**src/design/md4_pkg.sv**
```systemverilog
// Types, constants and round helper functions for the MD4 digest engine.
package md4_pkg;

    typedef enum logic [2:0] {
        S_IDLE,
        S_ROUND,
        S_PAD,
        S_ZERO,
        S_LEN_LO,
        S_LEN_HI,
        S_OUT
    } t_state;

    localparam logic [31:0] IV_A     = 32'h67452301;
    localparam logic [31:0] IV_B     = 32'hEFCDAB89;
    localparam logic [31:0] IV_C     = 32'h98BADCFE;
    localparam logic [31:0] IV_D     = 32'h10325476;
    localparam logic [31:0] K_ROUND2 = 32'h5A827999;
    localparam logic [31:0] K_ROUND3 = 32'h6ED9EBA1;
    localparam logic [7:0]  PAD_BYTE = 8'h80;
    localparam logic [5:0]  LAST_ROUND = 6'd47;
    localparam logic [3:0]  LAST_SLOT  = 4'd15;
    localparam logic [3:0]  LEN_SLOT   = 4'd14;
    localparam logic [3:0]  LEN_SLOT_HI = 4'd15;
    localparam logic [2:0]  FULL_BYTES = 3'd4;

    function automatic logic [4:0] rot_amt(input logic [5:0] r);
        logic [4:0] s;
        s = 5'd3;
        unique case (r[5:4])
            2'd0: begin
                unique case (r[1:0])
                    2'd0: s = 5'd3;
                    2'd1: s = 5'd7;
                    2'd2: s = 5'd11;
                    2'd3: s = 5'd19;
                endcase
            end
            2'd1: begin
                unique case (r[1:0])
                    2'd0: s = 5'd3;
                    2'd1: s = 5'd5;
                    2'd2: s = 5'd9;
                    2'd3: s = 5'd13;
                endcase
            end
            default: begin
                unique case (r[1:0])
                    2'd0: s = 5'd3;
                    2'd1: s = 5'd9;
                    2'd2: s = 5'd11;
                    2'd3: s = 5'd15;
                endcase
            end
        endcase
        return s;
    endfunction

    function automatic logic [3:0] word_pick(input logic [5:0] r);
        logic [3:0] w;
        unique case (r[5:4])
            2'd0:    w = r[3:0];
            2'd1:    w = {r[1:0], r[3:2]};
            default: w = {r[0], r[1], r[2], r[3]};
        endcase
        return w;
    endfunction

    function automatic logic [31:0] rotl32(input logic [31:0] v, input logic [4:0] s);
        logic [5:0] rs;
        rs = 6'd32 - {1'b0, s};
        return (v << s) | (v >> rs);
    endfunction

    // final partial word: keep the valid bytes, pad byte in the first free one
    function automatic logic [31:0] pad_word(input logic [31:0] w, input logic [1:0] vb);
        logic [31:0] p;
        unique case (vb)
            2'd0: p = {24'h0, PAD_BYTE};
            2'd1: p = {16'h0, PAD_BYTE, w[7:0]};
            2'd2: p = {8'h0, PAD_BYTE, w[15:0]};
            2'd3: p = {PAD_BYTE, w[23:0]};
        endcase
        return p;
    endfunction

endpackage

```
**src/design/md4_hash_engine_unit.sv**
```systemverilog
// MD4 digest engine: block buffer, shared round unit, padding sequencer.
// The sixteenth word of a block starts a compression of 48 rounds.
// A final request writes padding and the bit length into the block, runs one or two compressions,
// then gives four digest results, one per accepted output cycle.
// Words are taken only while idle, never during rounds or padding; a block is 16 words and 48 rounds.
// Reset (synchronous, active low): chain to MD4 initial values, counts zero, sequencer idle.
module md4_hash_engine_unit
    import md4_pkg::*;
(
    input  logic        i_clk,
    input  logic        i_rst_n,
    input  logic        i_valid,
    output logic        o_ready,
    input  logic [31:0] i_data_word,
    input  logic [2:0]  i_valid_bytes,
    input  logic        i_final_item,
    output logic        o_valid,
    input  logic        i_ready,
    output logic [31:0] o_digest_word,
    output logic [1:0]  o_word_index,
    output logic        o_last_word
);

    t_state      r_state, n_state;
    logic [5:0]  r_round;
    logic [31:0] r_a, r_b, r_c, r_d;
    logic [31:0] r_chain [4];
    logic [31:0] r_blk [16];
    logic [31:0] r_blk_word;
    logic [3:0]  r_fill;
    logic [60:0] r_bytes;
    logic        r_final, r_need_pad, r_len_done;
    logic [1:0]  r_idx;

    logic        accept, vb_full;
    logic [2:0]  add_bytes;
    logic        w_en;
    logic [3:0]  w_addr;
    logic [31:0] w_data;
    logic [31:0] f_val, k_val, sum, t_rot;
    logic        round_end;

    assign accept    = i_valid && o_ready;
    assign vb_full   = i_valid_bytes >= FULL_BYTES;
    assign round_end = (r_state == S_ROUND) && (r_round == LAST_ROUND);
    assign add_bytes = (!i_final_item || vb_full) ? FULL_BYTES : i_valid_bytes;

    // next state
    always_comb begin
        n_state = r_state;
        unique case (r_state)
            S_IDLE: begin
                if (i_valid) begin
                    if (r_fill == LAST_SLOT) begin
                        n_state = S_ROUND;
                    end else if (!i_final_item) begin
                        n_state = S_IDLE;
                    end else if (vb_full) begin
                        n_state = S_PAD;
                    end else begin
                        n_state = S_ZERO;
                    end
                end
            end
            S_ROUND: begin
                if (r_round == LAST_ROUND) begin
                    priority if (!r_final) n_state = S_IDLE;
                    else if (r_len_done)   n_state = S_OUT;
                    else if (r_need_pad)   n_state = S_PAD;
                    else                   n_state = S_ZERO;
                end
            end
            S_PAD: begin
                n_state = (r_fill == LAST_SLOT) ? S_ROUND : S_ZERO;
            end
            S_ZERO: begin
                priority if (r_fill == LAST_SLOT) n_state = S_ROUND;
                else if (r_fill == LEN_SLOT)     n_state = S_LEN_LO;
                else                             n_state = S_ZERO;
            end
            S_LEN_LO: n_state = S_LEN_HI;
            S_LEN_HI: n_state = S_ROUND;
            S_OUT: begin
                if (i_ready && r_idx == 2'd3) begin
                    n_state = S_IDLE;
                end
            end
            default: n_state = S_IDLE;
        endcase
    end

    // handshake outputs
    always_comb begin
        o_ready       = (r_state == S_IDLE);
        o_valid       = (r_state == S_OUT);
        o_digest_word = r_chain[r_idx];
        o_word_index  = r_idx;
        o_last_word   = (r_idx == 2'd3);
    end

    // block buffer write port
    always_comb begin
        w_en   = 1'b0;
        w_addr = r_fill;
        w_data = 32'h0;
        unique case (r_state)
            S_IDLE: begin
                w_en   = accept;
                w_data = (i_final_item && !vb_full) ?
                         pad_word(i_data_word, i_valid_bytes[1:0]) : i_data_word;
            end
            S_PAD: begin
                w_en   = 1'b1;
                w_data = {24'h0, PAD_BYTE};
            end
            S_ZERO: begin
                w_en   = 1'b1;
            end
            S_LEN_LO: begin
                w_en   = 1'b1;
                w_addr = LEN_SLOT;
                w_data = {r_bytes[28:0], 3'b000};
            end
            S_LEN_HI: begin
                w_en   = 1'b1;
                w_addr = LEN_SLOT_HI;
                w_data = r_bytes[60:29];
            end
            default: w_en = 1'b0;
        endcase
    end

    // round unit
    always_comb begin
        unique case (r_round[5:4])
            2'd0: begin
                f_val = (r_b & r_c) | (~r_b & r_d);
                k_val = 32'h0;
            end
            2'd1: begin
                f_val = (r_b & r_c) | (r_b & r_d) | (r_c & r_d);
                k_val = K_ROUND2;
            end
            default: begin
                f_val = r_b ^ r_c ^ r_d;
                k_val = K_ROUND3;
            end
        endcase
        sum   = r_a + f_val + k_val + r_blk_word;
        t_rot = rotl32(sum, rot_amt(r_round));
    end

    // message word for the coming round is prefetched into a register (word 0 outside the rounds)
    always_ff @(posedge i_clk) begin
        if (w_en) begin
            r_blk[w_addr] <= w_data;
        end
        r_blk_word <= r_blk[word_pick((r_state == S_ROUND) ? r_round + 6'd1 : 6'd0)];
        if (r_state == S_ROUND) begin
            r_a <= r_d;
            r_d <= r_c;
            r_c <= r_b;
            r_b <= t_rot;
        end else begin
            r_a <= r_chain[0];
            r_b <= r_chain[1];
            r_c <= r_chain[2];
            r_d <= r_chain[3];
        end
    end

    always_ff @(posedge i_clk) begin
        if (!i_rst_n) begin
            r_state    <= S_IDLE;
            r_round    <= 6'd0;
            r_chain[0] <= IV_A;
            r_chain[1] <= IV_B;
            r_chain[2] <= IV_C;
            r_chain[3] <= IV_D;
            r_fill     <= 4'd0;
            r_bytes    <= 61'd0;
            r_final    <= 1'b0;
            r_need_pad <= 1'b0;
            r_len_done <= 1'b0;
            r_idx      <= 2'd0;
        end else begin
            r_state <= n_state;
            unique case (r_state)
                S_IDLE: begin
                    if (accept) begin
                        r_fill     <= r_fill + 4'd1;
                        r_bytes    <= r_bytes + 61'(add_bytes);
                        r_final    <= i_final_item;
                        r_need_pad <= i_final_item && vb_full && (r_fill == LAST_SLOT);
                    end
                end
                S_ROUND: begin
                    r_round <= round_end ? 6'd0 : r_round + 6'd1;
                    if (round_end) begin
                        r_chain[0] <= r_chain[0] + r_d;
                        r_chain[1] <= r_chain[1] + t_rot;
                        r_chain[2] <= r_chain[2] + r_b;
                        r_chain[3] <= r_chain[3] + r_c;
                    end
                end
                S_PAD: begin
                    r_fill     <= r_fill + 4'd1;
                    r_need_pad <= 1'b0;
                end
                S_ZERO: begin
                    if (r_fill != LEN_SLOT) begin
                        r_fill <= r_fill + 4'd1;
                    end
                end
                S_LEN_LO: begin
                    r_fill <= LEN_SLOT_HI;
                end
                S_LEN_HI: begin
                    r_fill     <= 4'd0;
                    r_len_done <= 1'b1;
                end
                S_OUT: begin
                    if (i_ready) begin
                        r_idx <= r_idx + 2'd1;
                        if (r_idx == 2'd3) begin
                            r_chain[0] <= IV_A;
                            r_chain[1] <= IV_B;
                            r_chain[2] <= IV_C;
                            r_chain[3] <= IV_D;
                            r_fill     <= 4'd0;
                            r_bytes    <= 61'd0;
                            r_final    <= 1'b0;
                            r_need_pad <= 1'b0;
                            r_len_done <= 1'b0;
                        end
                    end
                end
                default: r_round <= 6'd0;
            endcase
        end
    end

endmodule
```
**config.mk**
```make
export PLATFORM = sky130hd
export DESIGN_NAME = md4_hash_engine_unit
export DESIGN_NICKNAME = d
export VERILOG_FILES = /design/src/design/md4_pkg.sv /design/src/design/md4_hash_engine_unit.sv
export SDC_FILE = /design/constraint.sdc
export NUM_CORES = 2
export LEC_CHECK = 0
export BUFFER_PORTS_ARGS = -buffer_cell sky130_fd_sc_hd__buf_2
export CORE_MARGIN = 2
export CORE_UTILIZATION = 40
export DETAILED_ROUTE_END_ITERATION = 10
export GPL_ROUTABILITY_DRIVEN = 0
export SLEW_MARGIN = 20
export SYNTH_ARGS = -nofsm -noshare
export SYNTH_HDL_FRONTEND = slang
export SYNTH_SLANG_ARGS = --single-unit
```
**constraint.sdc**
```tcl
create_clock -name i_clk -period 18.1 [get_ports i_clk]
set_input_delay 3.62 -clock i_clk [delete_from_list [all_inputs] [get_ports i_clk]]
set_output_delay 3.62 -clock i_clk [all_outputs]
set_load 0.005 [all_outputs]
```
==> results.py <==
metrics = {
    "status": {
        "status": "complete, no violations",
    },
    "yosys": {
        "yosysSeqAreaShare_pct": 49.4,
        "ys_warn_count": 0,
        "synth_fp_nets": 4965,
        "synth.distinct_cells": 93,
        "synth-edff-count": 576,
        "ys_ff_latch": 881,
        "syn_inst": 4660,
        "syn_avg_cell_area_um2": 10.2,
        "synthesis.area_um2": 47400,
        "synth_top_flop_cell": "edfxtp_1",
        "async_flop_share_pct": 0,
    },
    "detailed_routing": {
        "vias": 35700,
        "wl_per_cell_um": 22.0,
        "drt_iter0_drc": 3298,
        "drt_wl_total_mm": 138,
        "route.detailed.drc": 0,
        "ant_nets": 0,
        "drtPass1Iterations": 5,
        "viasPerCell": 5.68,
    },
    "cells_and_area": {
        "syn2layout_area_growth_pct": 11.3,
        "final_cells": 6286,
        "antenna_cells": 0,
        "fin_area_um2": 52700,
        "layout_commonest_cell": "nand2_1",
        "drive_gt1_share_pct": 9.12,
        "layout_common_cells": "nand2_1 (716), edfxtp_1 (576), dfxtp_1 (301)",
        "final_nets": 4978,
    },
    "sta": {
        "slew-limit-headroom_pct": 31.7,
        "fin_crit_ns": 9.68,
        "finalSetupTns_ns": 0,
        "final-hold-violation-count": 0,
        "slew_viol_final": 0,
        "setup-violations-final": 0,
        "period_share_pct": 53.5,
        "hold_ws_ns": 0.489,
        "final.setup_skew_ns": 0.0548,
        "rsz0062_at_grt": "no",
        "timing.fmax_ghz": 0.103,
        "worst_pin_slew_ns": 1.02,
    },
    "critical_path": {
        "crit_slowest_cell": "a221oi_1",
        "arrival_ns": 10.09,
        "worstReg2RegEnd": "r_chain[1][31]",
        "start_kind": "register",
        "crit_path_end_kind": "register",
        "r2r-start": "r_round[4]",
        "ff2ff_setup_slack_ns": 8.42,
        "reg2reg_depth": 31,
        "path_max_fanout": 30,
        "cp-startpoint": "r_round[4]",
        "critical-path-max-stage-delay_ns": 0.74,
        "critical_path_required_ns": 18.51,
        "crit_type": "reg -> reg",
        "crit_path_end": "r_chain[1][31]",
    },
    "flow_run": {
        "max-cap-violations": 0,
    },
    "pwr": {
        "finalPower_mw": 8.94,
        "power_leakage_nw": 19.9,
        "powerDensity_nw_per_um2": 169,
        "ir_drop_v": 0.000120,
    },
    "min_path": {
        "holdPathStages": 2,
        "min-delay-path-class": "reg -> reg",
    },
    "floorplan": {
        "die_area_um2": 121000,
        "start_util_pct": 40.2,
        "rows": 126,
        "die_h_um": 348,
        "core_um2": 118000,
        "die_w_um": 348,
        "pin_count": 77,
    },
    "global_route": {
        "grt_pass1_vias": 33600,
        "grt_max_degree": 195,
        "grt_pass1_wl_mm": 209,
        "grt_overflow_total": 0,
        "track_usage_pct": 22.5,
        "antenna_found_initial": 3,
    },
    "place": {
        "placedCellCount": 6114,
        "dp_hpwl_mm": 92.6,
        "port_buffers": 76,
        "place_area_um2": 49700,
    },
    "clocking": {
        "cts_buffer_depth": 3,
        "cts_tree": "built",
        "cts_buffers": 93,
        "cts_setup_buffers": 0,
        "clk_latency_ns": 0.70,
        "cts.clk_slew.worst_paths_ns": 0.06,
        "hold_buffers": 0,
        "cts_resized": 0,
        "h-tree-depth": 3,
        "cts_sinks": 881,
        "root_buffer": "clkbuf_16",
    },
}
==> worst min-delay path by stage <==
| stage | end | startpoint | slack (ns) |
|---|---|---|---|
| 2_1_floorplan | r_a[31] | r_chain[0][31] | 0.44 |
| 4_1_cts | r_chain[3][26] | r_chain[3][26] | 0.49 |
| 3_5_place_dp | r_d[31] | r_chain[3][31] | 0.46 |
| 3_3_place_gp | r_d[31] | r_chain[3][31] | 0.46 |
| 6_report | r_a[31] | r_chain[0][31] | 0.49 |
| 5_1_grt | r_chain[0][19] | r_chain[0][19] | 0.52 |
==> synthesized netlist by cell type, types with 12 or more instances <==
cell,instances,area [µm²]
nor2b_1,24,150
o211ai_1,61,458
a211oi_1,190,1430
xnor2_1,69,604
o21bai_1,24,180
or2_2,15,93.8
a21o_1,78,586
buf_1,21,78.8
nor2_1,241,905
or3_1,33,206
mux2i_1,60,601
ha_1,173,2160
mux2_2,18,203
o21ai_0,289,1450
inv_1,274,1030
o21a_1,49,368
buf_2,19,95.1
dfxtp_1,305,6110
a21oi_1,279,1400
nand4_1,22,138
nand2_1,717,2690
a22oi_1,12,90.1
nand2b_1,28,175
and2_1,148,926
clkbuf_1,201,754
fa_1,92,1840
and3_1,29,181
edfxtp_1,576,17300
nor3_1,43,215
xor2_1,97,850
o31ai_1,26,195
a31oi_1,92,576
mux4_2,33,743
nand3_1,61,305
a311oi_1,68,596
==> logic make-up after synthesis <==
| logic type | Yosys count | synth area share, % |
|---|---|---|
| simple gates | 1421 | 13.7 |
| compound gates | 1299 | 17.9 |
| buf+inv | 515 | 4.13 |
| xor+xnor | 166 | 3.07 |
| flops | 881 | 49.4 |
| mux | 113 | 3.33 |
| fa+ha+maj | 265 | 8.46 |
==> metrics by stage <==
| stage | util (%) | setup slack, ns |
|---|---|---|
| CTS | 44.8 | 8.55 |
| global placement | 42.2 | 8.73 |
| finish | 44.8 | 8.42 |
| floorplan | - | 10.14 |
| detailed placement | 42.2 | 8.60 |
| global route | 44.8 | 7.66 |
==> where the power goes <==
group / internal [mW] / switching, mW / total, mW
Clock: 1.09 / 0.831 / 1.92
Sequential: 2.31 / 0.0942 / 2.41
Combinational: 1.74 / 2.88 / 4.61
Total: 5.14 / 3.80 / 8.94
==> state kept, by name, indices dropped and copies added, names as in the netlist, 32 cells and up, named ones only <==
signal / cells
r_a: 32
r_b: 32
r_blk: 512
r_blk_word: 32
r_bytes: 61
r_c: 32
r_chain: 128
r_d: 32
==> routing by layer <==
metal | part of all wire, % | track usage, %
met5 | 0 | 0
met4 | 2.2 | 5.31
met3 | 6.1 | 2.99
met2 | 46 | 35.7
met1 | 46 | 32.5
==> worst max-delay path: cells and delay by family, from the launching register on <==
kind            cells  cell delay (ns)
flops               1             0.64
fa+ha+maj           4             1.69
buf+inv             4             0.87
xor+xnor            2             0.34
compound gates     16             4.62
simple gates        5             1.17
==> cell type report <==
cell class / count / area, µm²
sequential: 881 / 23400
timing repair buffer: 159 / 1030
multi-input combinational: 3264 / 22300
fill: 11000 / 65000
tap: 1536 / 1920
clock inverter: 47 / 543
inverter: 274 / 1030
clock buffer: 125 / 2520
Note: power is estimated with default switching activity, not from simulation.
